$ cat src/design/assert_macros.svh
// assertion helpers used by triangle_depth_sort_unit
`ifndef ASSERT_MACROS_SVH
`define ASSERT_MACROS_SVH

// condition must never hold
`define ASSERT_NEVER(label, expr, msg) \
    label: assert property (@(posedge clk) disable iff (!rst_n) !(expr)) else $error(msg);

// condition in one cycle forces a condition in the next
`define ASSERT_NEXT(label, ante, cons, msg) \
    label: assert property (@(posedge clk) disable iff (!rst_n) (ante) |=> (cons)) \
        else $error(msg);

`endif

$ cat src/design/tds_pkg.sv
package tds_pkg;

    // configuration register indexes
    localparam int CFG_ADDR_BITS = 2;
    localparam logic [CFG_ADDR_BITS-1:0] CFG_CAMERA_X = 2'd0;
    localparam logic [CFG_ADDR_BITS-1:0] CFG_CAMERA_Y = 2'd1;
    localparam logic [CFG_ADDR_BITS-1:0] CFG_CAMERA_Z = 2'd2;

    // controller states
    typedef enum logic [1:0] {
        ST_IDLE,
        ST_SQUARE,
        ST_INSERT,
        ST_EMIT
    } tds_state_t;

    // commands from controller to datapath
    typedef struct packed {
        logic accept;
        logic square;
        logic insert;
        logic pop;
        logic clear;
    } tds_cmd_t;

    // status from datapath to controller
    typedef struct packed {
        logic complete;
        logic empty;
    } tds_stat_t;

endpackage

$ cat src/design/tds_ctrl.sv
module tds_ctrl
    import tds_pkg::*;
(
    input  logic      clk,
    input  logic      rst_n,
    input  logic      s_tvalid,
    input  logic      s_tlast,
    input  logic      m_tready,
    input  tds_stat_t stat,
    output tds_cmd_t  cmd,
    output logic      s_tready,
    output logic      m_tvalid
);

    tds_state_t state_reg;
    tds_state_t state_next;
    logic       last_reg;
    logic       last_next;
    logic       s_fire;

    assign s_fire = s_tvalid && s_tready;

    // state and pending end-of-set flag
    always_ff @(posedge clk or negedge rst_n)
    begin
        if (!rst_n)
        begin
            state_reg <= ST_IDLE;
            last_reg  <= 1'b0;
        end
        else
        begin
            state_reg <= state_next;
            last_reg  <= last_next;
        end
    end

    // next state
    always_comb
    begin
        state_next = state_reg;
        last_next  = last_reg;
        unique case (state_reg)
            ST_IDLE:
            begin
                if (s_fire)
                begin
                    last_next = s_tlast;
                    if (stat.complete)
                        state_next = ST_SQUARE;
                    else if (s_tlast)
                        state_next = ST_EMIT;
                end
            end
            ST_SQUARE:
                state_next = ST_INSERT;
            ST_INSERT:
                state_next = last_reg ? ST_EMIT : ST_IDLE;
            ST_EMIT:
            begin
                if (stat.empty)
                begin
                    state_next = ST_IDLE;
                    last_next  = 1'b0;
                end
            end
            default:
                state_next = ST_IDLE;
        endcase
    end

    // outputs
    always_comb
    begin
        s_tready   = (state_reg == ST_IDLE);
        m_tvalid   = (state_reg == ST_EMIT) && !stat.empty;
        cmd.accept = s_tvalid && (state_reg == ST_IDLE);
        cmd.square = (state_reg == ST_SQUARE);
        cmd.insert = (state_reg == ST_INSERT);
        cmd.pop    = m_tvalid && m_tready;
        cmd.clear  = (state_reg == ST_EMIT) && stat.empty;
    end

endmodule

$ cat config.mk
export PLATFORM = sky130hd
export DESIGN_NAME = tds_ctrl
export DESIGN_NICKNAME = d
export VERILOG_FILES = /design/src/design/assert_macros.svh /design/src/design/tds_pkg.sv /design/src/design/tds_ctrl.sv
export SDC_FILE = /design/constraint.sdc
export NUM_CORES = 1
export LEC_CHECK = 0
export BUFFER_PORTS_ARGS = -buffer_cell sky130_fd_sc_hd__buf_2
export CELL_PAD_IN_SITES_DETAIL_PLACEMENT = 0
export CELL_PAD_IN_SITES_GLOBAL_PLACEMENT = 2
export CORE_AREA = 2 2 39 41
export CTS_CLUSTER_SIZE = 16
export DETAILED_ROUTE_END_ITERATION = 6
export DIE_AREA = 0 0 41 43
export PLACE_DENSITY_LB_ADDON = 0.3
export SLEW_MARGIN = 40
export SYNTH_ARGS = -nofsm -noshare
export SYNTH_HDL_FRONTEND = slang
export SYNTH_SLANG_ARGS = --single-unit
$ cat constraint.sdc
create_clock -name clk -period 1.65 [get_ports clk]
set_input_delay 0.495 -clock clk [delete_from_list [all_inputs] [get_ports clk]]
set_output_delay 0.495 -clock clk [all_outputs]
set_load 0.02 [all_outputs]
# Word-level counts from Yosys, hierarchy flattened
# Index checks and enable logic that the tools add are counted.
# Widths: inputs -> output; s select.
[totals] regBits=3 inputBits=7 output_inout_bits=7 wordCells=26
[classes] n_eq_ne=6 n_mux=9 n_reduce_logical=9
[ops] op="$mux 2" n=5
[ops] op="$pmux 2 s4" n=1
[ops] op="$reduce_and 3->1" n=2
[ops] op="$eq 2x2->1 const B" n=2
[ops] op="$logic_and 1x1->1" n=4
[ops] op="$ne 3x3->1 const B" n=1
[ops] op="$eq 2x1->1 const B" n=1
[ops] op="$logic_not 2->1" n=1
[ops] op="$mux 1" n=2
[ops] op="$ne 2x1->1 const B" n=1
[ops] op="$ne 2x2->1 const B" n=1
[ops] op="$pmux 1 s2" n=1
[ops] op="$reduce_bool 2->1" n=1
[ops] op="$logic_not 1->1" n=1

# Logic depth before layout (Yosys ltp)
# Gate-level depths: netlist of the first run.
[depth] ltp_word=4 depth_mapped=4 ltp_nobuf=3

# Least setup slack after synthesis of the first run
# OpenSTA, ideal clock, no wires.
[synth_path] path_kind="flip-flop to output port" from="register state_reg[0]" to="output port cmd[1] (netlist bit)" t_arrival_ps=1157 required_ps=1155 slack_ps=-2 path_stages_with_launch=5 path_cell_list="dfrtp_1 > buf_2 > nand2_1 > nor2_1 > and2_1"
[synth_lines] element="start: declaration" line="tds_ctrl.sv:15" rtl="tds_state_t state_reg;"
[synth_lines] element="start signal: assignment" line="tds_ctrl.sv:33" rtl="state_reg <= state_next;"
[synth_lines] element="end: declaration" line="tds_ctrl.sv:10" rtl="output tds_cmd_t cmd,"

==> impl_summary.md, run 1 <==
Status
The flow ran to the end, and the final reports show no timing, DRC or antenna violations.

GRT
The number of global-route vias before repair was 245. Entering global routing, the biggest net connects 9 pins. For this run the aggregate overflow at the end of global routing stands at 0. The number of antenna violations at the first check in global routing is 0. The first global-routing pass estimated 924 um of wire. Global routing used 8.43% of the available tracks.

Die
The number of I/O pins is 14. Row generation in the floorplan step produced 14 rows. The floorplan step set the die width to 41 um. The standard cell core area is 0.00138 mm2. The overall die height is 43 um. The initial utilization of the core area, before any placement, comes to 14.6%. The die covers 0.00176 mm2.

Synthesis
The synthesized netlist occupies a cell area of 203 um2. The share of the Yosys chip area taken by registers is 37.0%. The cell count after synthesis is 24. After synthesis, the cell types taking the most area are sky130_fd_sc_hd__dfrtp_1 (37%), sky130_fd_sc_hd__o31ai_2 (6.2%), sky130_fd_sc_hd__a21oi_1 (4.9%), sky130_fd_sc_hd__o21ai_0 (4.9%), sky130_fd_sc_hd__a2bb2oi_1 (4.3%).

The top cell type's share of synthesized area is 37.0%. The share of async-settable or async-resettable flops after synthesis is 100%. The register bit total from synthesis is 3.

The most frequently used flop master after synthesis is sky130_fd_sc_hd__dfrtp_1. The count of unique library cells instantiated by Yosys is 18. sky130_fd_sc_hd__dfrtp_1 takes more of the synthesized area than any other cell.

Yosys printed 0 warnings. Counting instances in the post-synthesis netlist gives the leading cell types as sky130_fd_sc_hd__dfrtp_1 (3), sky130_fd_sc_hd__a21oi_1 (2), sky130_fd_sc_hd__inv_1 (2), sky130_fd_sc_hd__nand2_1 (2), sky130_fd_sc_hd__o21ai_0 (2). The synthesized design contains 0 enable-type register cells. The post-synth net total is 31. The synthesized area per cell is 8.45 um2.

The library cell with the highest instance count after synthesis is sky130_fd_sc_hd__dfrtp_1.

Power
The peak supply drop is 450 uV. The cell-internal power is 472 uW. Of the total power, registers draw 22.5%. Net switching is 40.3% of the power. The power density normalized to cell area is 2000 mW/mm2. The clock network fraction of design power is 16.8%. The sum of internal, switching and leakage power is 791 uW. The leakage power figure is 0.000201 uW. In this run, the combinational gates consume 60.7% of the power. Summed over all nets, the switching power comes to 318 uW.

Timing
Clock skew on the completed layout was measured at 5.14 ps. The worst path uses 99.3% of the clock period. The clock period minus final worst setup slack is 1640 ps. The total count of max-transition violations in the final report is 0. The number of hold violations in the final report came to 0. Setup repair after global routing could not meet its margin everywhere.

The fmax is 611 MHz. The total setup violations reported at the end of the flow is 0. The worst path meets setup with 12.2 ps of slack. The relative max-transition margin is 85.4%. At the pin with the least slew margin, the transition time is 217 ps.

Clocking
Clock tree synthesis found a total of 3 sinks. The tree is rooted in a sky130_fd_sc_hd__clkbuf_4. In this run the number of H-tree levels came out at 1. The source-to-sink clock delay at the later pin of the worst-skew pair is 240 ps. The clock passes through at most 2 buffers. TritonCTS built the clock tree. In this run, CTS created clock tree buffers numbering 3.

The clock-pin slew on the worst setup and hold paths is 40 ps.

Critical path
The data required time at the worst endpoint is 1150 ps. Along the worst path, the maximum fanout reaches 6. Data on the critical path arrives at its endpoint at 1140 ps. The sort of element at the end of the critical path is a primary output. The critical path is of the reg -> out type. The kind of start point of the critical path is a flop.

Final layout
The flip-flop count of the largest register after layout is 2. After filler insertion, the fill cell instance count of the layout stands at 161. The post-route core utilization is 28.6%. The number of nets in the layout is 54. Excluding fillers, the count of instances in the completed layout stands at 62. Cells with a size suffix above 1 make up 67.4% of the layout. The antenna diode count is 0. The layout overhead on the synthesized area is 95.1%.

Placement
The setup slack after placement is 135 ps. In this run the tool buffered the top-level ports with 13 buffer cells. At the end of routability-driven placement, the weighted congestion stood at 0.690. Once detailed placement completed, the half-perimeter wirelength came to 398 um.

Including well taps, the total number of placed cells is 51.

Routing
The total number of vias is 243. After detailed routing, the total wire length is 614 um. In the routed layout, each cell is associated on average with a via count of 3.92.

The post-route DRC violation count is 0. The wire length per cell after detailed routing is 9.90 um. The number of nets still failing antenna checks after routing is 0. The length of the first detailed-routing pass in iterations is 2. In this run, the number of DRC markers left after iteration 0 of detailed routing was 1.

Min path
The class of the worst hold path is in -> async.

Run
Max-cap violations in this run came to 0.
## worst max-delay path, cell delays in order (launching register included)
cell                      delay (ps)
sky130_fd_sc_hd__dfrtp_2         450
sky130_fd_sc_hd__buf_4           150
sky130_fd_sc_hd__and2b_1         190
sky130_fd_sc_hd__buf_6           110
## power groups by stage
stage / logic [uW] / registers (uW) / clock network, uW
2_1_floorplan: 258 / 134 / 0
3_3_place_gp: 302 / 170 / 0
3_5_place_dp: 299 / 171 / 0
4_1_cts: 363 / 181 / 136
5_1_grt: 521 / 186 / 145
6_report: 480 / 178 / 133
## layer usage
layer / wire length, um / up-vias / track usage (%) / share of wire, %
met5: 0 / - / 0 / 0
met4: 0 / 0 / 12.0 / 0
met3: 27 / 0 / 0 / 4.4
met2: 354 / 8 / 12.5 / 58
met1: 232 / 110 / 8.36 / 38
li1: - / 125 / - / -
## per-stage QoR
stage / hold WS, ps / area, um2 / TNS (ps)
global route: 37.9 / 395 / -73.4
CTS: 41.3 / 337 / 0
detailed placement: 292 / 278 / 0
floorplan: 199 / 205 / 0
global placement: 289 / 278 / 0
finish: 43.6 / 395 / 0
## logic make-up after synthesis
group / Yosys count / synth area share (%)
and+or+nand+nor: 10 / 28.4
buffers and inverters: 4 / 9.88
DFF: 3 / 37.0
AOI/OAI and AO/OA: 7 / 24.7
## cells in the final DEF, fill, tap and decap left out, drive strengths merged
master    n
and2      2
a2bb2oi   1
o21ai     2
and2b     1
clkbuf    4
and3      1
nand3     1
nor2      2
a21oi     2
o31ai     1
nor2b     1
buf      20
nand2     2
a311oi    1
inv       2
dfrtp     3
## layout make-up
type | instances | area, um2 | area share [%]
clock buffers | 4 | 26.3 | 6.65
inverters | 2 | 7.51 | 1.90
multi-input cells | 17 | 125 | 31.6
flip-flops and latches | 3 | 77.6 | 19.6
well taps | 16 | 20.0 | 5.06
repair buffers | 20 | 139 | 35.1
## timing repair
item / in CTS / in global routing
setup buffers: 3 / 4
setup endpoints to repair: 2 / 4
resized for setup: 4 / 9
hold buffers: 0 / 0
cloned: 0 / 0
pin swaps: 1 / 3
## worst paths after layout
path	end	depth (start not counted)	slack, ps	startpoint
worst max-delay path	cmd[3]	3	10	state_reg[1]$_DFFE_PN0P_
worst min-delay path	state_reg[1]$_DFFE_PN0P_	1	40	rst_n
worst max register to register	state_reg[1]$_DFFE_PN0P_	3	640	state_reg[0]$_DFFE_PN0P_
worst min register to register	last_reg$_DFFE_PN0P_	2	570	last_reg$_DFFE_PN0P_
max in group asynchronous	state_reg[0]$_DFFE_PN0P_	1	1490	rst_n
min in group clk	state_reg[0]$_DFFE_PN0P_	3	550	s_tvalid
Power figures use the tool's default switching activity.
==> run 2: changes to the inputs <==
--- a/config.mk
+++ b/config.mk
@@ -8,10 +8,10 @@
 export BUFFER_PORTS_ARGS = -buffer_cell sky130_fd_sc_hd__buf_2
 export CELL_PAD_IN_SITES_DETAIL_PLACEMENT = 0
 export CELL_PAD_IN_SITES_GLOBAL_PLACEMENT = 2
-export CORE_AREA = 2 2 39 41
+export CORE_AREA = 3 3 40 42
 export CTS_CLUSTER_SIZE = 16
 export DETAILED_ROUTE_END_ITERATION = 6
-export DIE_AREA = 0 0 41 43
+export DIE_AREA = 0 0 43 45
 export PLACE_DENSITY_LB_ADDON = 0.3
 export SLEW_MARGIN = 40
 export SYNTH_ARGS = -nofsm -noshare
==> run 2 against run 1 <==
  * Worst setup slack gained 5.3 ps
  * Sequential share of layout area rose by 1.0 points
  * Clock skew down 4.8 ps
  * Register-to-register slack worse by 40 ps
  * Flip-flop and latch count is the same
  * Cell count shrank 4.8%
  * Wire length grew 2.8%
  * Critical path type unchanged
  * Highest routed layer unchanged
==> impl_summary.md, run 2 (synthesis results as in run 1) <==
GRT
The first-pass GRT wire length is 986 um (+6.7%). The maximum number of pins on one net before global-route repair came to 7 (-2). The residual overflow from global routing was 0 (unchanged).

The overall track demand over capacity in global routing came to 7.51% (-0.93 points). The number of antenna violations at the first check in global routing is 0 (unchanged). The number of global-route vias before repair is 240 (-2.0%).

Clocking
The number of buffers added to fix hold violations after cts is 0 (unchanged). The clock tree buffer depth is 2 (unchanged). The clock-pin slew on the worst setup and hold paths is 40 ps (about the same). The source-to-sink clock delay at the later pin of the worst-skew pair was 230 ps (about the same). The total clock buffers created by CTS was 3 (unchanged).

The number of levels in the clock H-tree is 1 (unchanged). The clock net sink count came to 3 (unchanged). TritonCTS built the clock tree. The clock root buffer is sky130_fd_sc_hd__clkbuf_4.

Die
The starting density of the core came to 15.8% (+1.1 points). The overall die height was 45 um (+4.7%). The horizontal extent of the die was 43 um (+4.9%). The number of I/O pins came to 14 (unchanged). The standard cell core area is 0.00128 mm2 (-7.1%).

The number of placement rows is 13 (-1). The area enclosed by the die boundary is 0.00194 mm2 (+9.8%).

Placement
The final estimated routing congestion in global placement was 0.721 (+4.4%). The total placed cells including tap cells is 50 (-2.0%). The placed instance area is 277 um2 (-0.45%). The setup slack after placement is 120 ps (-15.7 ps).

The count of input and output buffers is 13 (unchanged).

Final layout
The antenna diode count is 0 (unchanged). In the layout the commonest cells are sky130_fd_sc_hd__buf_2 (9), sky130_fd_sc_hd__buf_4 (7), sky130_fd_sc_hd__clkbuf_4 (3). The number of nets in the layout is 52 (-3.7%). The filler cell count in the final layout is 149 (-7.5%). The area of all placed cells without fillers is 375 um2 (-5.1%). The count of non-filler cells in the finished layout is 59 (-4.8%). The ratio of cells with drive above 1 in the final layout is 65.9% (-1.5 points). From synthesis to final layout, the design area changed by 85.2%. The leading cell type in the layout, fill and taps excluded is sky130_fd_sc_hd__buf_2.

The flip-flop count of the largest register after layout is 2 (unchanged).

Critical path
The largest stage delay on the critical path is 430 ps (-20 ps). The critical-path maximum fanout is 6 (unchanged). The count of buffer and inverter cells on the critical path is 1 (-1).

The sort of element at the end of the critical path is a primary output. Walking the worst path, the cells encountered are nand2_2 > nor2_4 > and2_4 > buf_6. The critical path's slowest cell is sky130_fd_sc_hd__dfrtp_2. The arrival time of data at the critical path endpoint is 1140 ps (about the same). The data required time at the worst endpoint was 1150 ps (about the same). Grouping stages by cell kind, the critical path spends the most delay in flip-flops. The setup path with the least slack is of type reg -> out.

The worst setup path is launched from a flop.

Routing
The total length of routed wires came to 631 um (+2.8%). The number of vias per cell is 3.98 (+1.6%). The violation count after the first detailed-routing iteration came to 1 (unchanged).

The wire length per cell after detailed routing is 10.7 um (+8.0%). The number of nets still failing antenna checks after routing is 0 (unchanged). The length of the first detailed-routing pass in iterations is 2 (unchanged). The post-route DRC violation count was 0 (unchanged). The total number of vias is 235 (-3.3%).

Min path
In this run the worst hold path is classified as in -> async.

Timing
The relative max-transition margin is 84.8% (-0.61 points). The fmax is 613 MHz (+0.33%). The setup TNS is 0 ps (unchanged). The total count of max-transition violations in the final report came to 0 (unchanged). The pin slew with the least headroom to its limit is 227 ps (+9.10 ps). Setup repair after global routing could not meet its margin everywhere. The clock period minus final worst setup slack is 1630 ps (-5.34 ps). The post-route clock period utilization is 98.9% (-0.32 points). The total setup violations reported at the end of the flow is 0 (unchanged). The number of hold violations in the final report is 0 (unchanged). The post-route clock skew is 0.311 ps (-4.83 ps). The smallest setup slack after layout is 17.5 ps (+5.34 ps).

Run
The number of max-cap violations is 0 (unchanged).

Power
The leakage power figure is 0.000190 uW (-5.3%). The peak supply drop is 577 uV (+28%). The power density normalized to cell area is 2000 mW/mm2 (about the same).

Status
The flow ran to the end, and the final reports show no timing, DRC or antenna violations.
==> run 2: cell type report <==
cell class	instances	area, um2	area share [%]
Timing Repair Buffer	18	120	32.0
Inverter	2	7.51	2.00
Tap cell	15	18.8	5.00
Multi-Input combinational cell	17	125	33.3
Sequential cell	3	77.6	20.7
Clock buffer	4	26.3	7.00
==> run 2: power breakdown <==
part / leakage (uW) / total [uW] / internal [uW] / switching (uW)
Sequential: 0.0000345 / 176 / 115 / 60.5
Clock: 0.0000150 / 131 / 90.8 / 40.3
Combinational: 0.000141 / 444 / 234 / 211
==> run 2: repair_timing <==
| action | in CTS | in global routing |
|---|---|---|
| endpoints found under the setup margin | 2 | 4 |
| cloned | 0 | 0 |
| setup buffers | 3 | 2 |
| gates resized for setup | 3 | 9 |
| pin swaps | 1 | 4 |
==> run 2: through the flow <==
stage	hold slack [ps]	utilization, %	total power (uW)
2_1_floorplan	199	-	392
3_3_place_gp	289	21.5	473
3_5_place_dp	294	21.5	470
4_1_cts	40.3	25.9	680
5_1_grt	30.3	29.2	815
6_report	48.5	29.2	751
==> run 2: final timing paths <==
check / cells after the start / endpoint / from / slack, ps
hold / removal: 1 / last_reg$_DFFE_PN0P_ / rst_n / 50
hold reg to reg: 2 / last_reg$_DFFE_PN0P_ / last_reg$_DFFE_PN0P_ / 580
setup reg to reg: 3 / state_reg[1]$_DFFE_PN0P_ / state_reg[1]$_DFFE_PN0P_ / 600
setup / recovery: 4 / cmd[1] / state_reg[1]$_DFFE_PN0P_ / 20
max in group asynchronous: 1 / state_reg[0]$_DFFE_PN0P_ / rst_n / 1480
min in group clk: 3 / last_reg$_DFFE_PN0P_ / s_tlast / 550
==> run 2: layer usage <==
| layer | global-route usage [%] | vias to the layer above | share of wire [%] |
|---|---|---|---|
| met2 | 9.28 | 9 | 47 |
| met3 | 5.98 | 0 | 7.6 |
| met5 | 0 | - | 0 |
| met1 | 8.47 | 105 | 45 |
| li1 | - | 121 | - |
| met4 | 5.42 | 0 | 0 |
==> run 3: changes to the inputs <==
==> constraint.sdc (replaced) <==
create_clock -name clk -period 1.7 [get_ports clk]
set_input_delay 0.51 -clock clk [delete_from_list [all_inputs] [get_ports clk]]
set_output_delay 0.51 -clock clk [all_outputs]
set_load 0.02 [all_outputs]
==> run 3 against run 2 <==
  * Wire length down 8.7%
  * First-iteration DRC count increased to 5.0 times the previous value
  * Via count did not move
  * Sequential share of layout area up 1.7 points
  * Utilization down 2.2 points
  * Combinational power down 17%
  * Flip-flop and latch count stayed put
  * Clock skew increased by 3.8 ps
  * Hold slack better by 14 ps
==> impl_summary.md, run 3 (synthesis results as in run 1) <==
Status
The run finished with clean final reports.

Final layout
The library cells used most frequently in the layout, excluding fill and tap cells, are sky130_fd_sc_hd__buf_2 (12), sky130_fd_sc_hd__buf_4 (4), sky130_fd_sc_hd__clkbuf_4 (3). The count of non-filler cells in the finished layout is 58 (-1.7%). The antenna diode count was 0 (unchanged). The flip-flop count of the largest register after layout is 2 (unchanged). The number of nets in the layout came to 51 (-1.9%).

The post-route core utilization is 27.0% (-2.2 points). The filler cell count in the final layout is 156 (+4.7%). The ratio of cells with drive above 1 in the final layout was 60.5% (-5.4 points). The leading cell type in the layout, fill and taps excluded is sky130_fd_sc_hd__buf_2.

The layout overhead on the synthesized area is 71.0%.

Power
The leakage power figure is 0.000181 uW (-4.7%). The peak supply drop came to 454 uV (-21%). The sum of internal, switching and leakage power is 657 uW (-13%).

The power density normalized to cell area is 1900 mW/mm2 (-5.3%).

Critical path
The critical path is of the reg -> out type. The data required time at the worst endpoint is 1190 ps (+40 ps). The worst setup slack for register-to-register paths is 600 ps (about the same). The critical-path maximum fanout is 7 (+1).

Among all stages on the critical path, the largest delay is contributed by sky130_fd_sc_hd__dfrtp_2. The kind of cell adding the most delay to the critical path is flip-flops. Traced cell by cell, the critical path runs through nand2_1 > nor2_2 > buf_4 > buf_2. The count of buffer and inverter cells on the critical path came to 2 (+1).

The sort of element at the end of the critical path is a primary output. The arrival time of data at the critical path endpoint is 1130 ps (about the same). The worst setup path is launched from a flop. The largest stage delay on the critical path is 430 ps (about the same).

Clocking
The clock root buffer is sky130_fd_sc_hd__clkbuf_4. The clock-pin slew on the worst setup and hold paths is 40 ps (about the same). The clock net sink count is 3 (unchanged).

The total clock buffers created by CTS is 3 (unchanged). The clock tree buffer depth came to 2 (unchanged). TritonCTS built the clock tree. The source-to-sink clock delay at the later pin of the worst-skew pair is 230 ps (about the same). The number of levels in the clock H-tree came to 1 (unchanged).

Timing
The number of hold violations in the final report is 0 (unchanged). The relative max-transition margin is 84.2% (-0.63 points). The total setup violations reported at the end of the flow came to 0 (unchanged). The clock period minus final worst setup slack is 1640 ps. Setup repair after global routing could not meet its margin everywhere.

After layout, the worst path uses 96.2% of the clock period. The fmax is 611 MHz. The post-route clock skew is 4.07 ps (+3.75 ps). The total count of max-transition violations in the final report is 0 (unchanged).

The pin slew with the least headroom to its limit is 236 ps (+9.35 ps).

Placement
The total placed cells including tap cells is 50 (unchanged). The count of input and output buffers is 13 (unchanged). The final estimated routing congestion in global placement is 0.776 (+7.7%).

Die
The standard cell core area came to 0.00128 mm2 (unchanged). The number of I/O pins is 14 (unchanged). The horizontal extent of the die is 43 um (unchanged). The overall die height is 45 um (unchanged).

The number of placement rows is 13 (unchanged). The starting density of the core was 15.8% (unchanged). The area enclosed by the die boundary is 0.00194 mm2 (unchanged).

Routing
The violation count after the first detailed-routing iteration is 5 (+4). The number of vias per cell is 4.05 (+1.7%). The wire length per cell after detailed routing is 9.93 um (-7.1%). The total number of vias is 235 (unchanged). The number of nets still failing antenna checks after routing is 0 (unchanged). The total length of routed wires is 576 um (-8.7%).

The post-route DRC violation count is 0 (unchanged). The length of the first detailed-routing pass in iterations is 4 (+2).

GRT
The number of global-route vias before repair is 217 (-9.6%). The maximum number of pins on one net before global-route repair is 9 (+2). The first-pass GRT wire length was 917 um (-7.0%).

The overall track demand over capacity in global routing is 6.75% (-0.76 points). The residual overflow from global routing is 0 (unchanged). The number of antenna violations at the first check in global routing is 0 (unchanged).

Run
The number of max-cap violations came to 0 (unchanged).

Min path
The class of the worst hold path is in -> async.
## run 3: area by class of cell
class,instances,area [um2],share of cell area (%)
sequential,3,77.6,22.4
tap,15,18.8,5.42
multi-input combinational,17,115,33.2
timing repair buffer,17,101,29.2
clock buffer,4,26.3,7.58
inverter,2,7.51,2.17
## run 3: final timing paths
path | from | endpoint | cells past startpoint
setup / recovery | state_reg[1]$_DFFE_PN0P_ | m_tvalid | 4
hold / removal | rst_n | last_reg$_DFFE_PN0P_ | 1
setup reg to reg | state_reg[1]$_DFFE_PN0P_ | state_reg[0]$_DFFE_PN0P_ | 5
hold reg to reg | state_reg[1]$_DFFE_PN0P_ | state_reg[1]$_DFFE_PN0P_ | 1
max in group asynchronous | rst_n | state_reg[0]$_DFFE_PN0P_ | 1
min in group clk | state_reg[1]$_DFFE_PN0P_ | state_reg[1]$_DFFE_PN0P_ | 1
## run 3: repair_timing
| item | 4_1_cts | 5_1_grt |
|---|---|---|
| buffers inserted | 1 | 3 |
| hold buffers | 0 | 0 |
| resized for setup | 3 | 3 |
| pin swaps | 0 | 2 |
| setup endpoints to repair | 2 | 2 |
## run 3: power breakdown
part	internal [uW]	total, uW	switching (uW)
Clock	87.8	123	35.4
Sequential	112	166	54.3
Combinational	174	367	193
## run 3: layer usage
metal | vias to the layer above | wire, um | track usage [%]
li1 | 119 | - | -
met2 | 9 | 292 | 10.5
met5 | - | 0 | 0
met3 | 2 | 41 | 3.98
met4 | 0 | 12 | 3.61
met1 | 105 | 230 | 7.25
## run 3: through the flow
step | worst slack [ps] | cell area, um2 | hold WS, ps | setup TNS, ps
global placement | 105 | 274 | 305 | 0
global route | -1.72 | 347 | 57.3 | -1.72
finish | 64.4 | 347 | 62.9 | 0
floorplan | 31.9 | 203 | 214 | 0
CTS | -14.8 | 313 | 60.2 | -14.8
detailed placement | 99.0 | 274 | 307 | 0
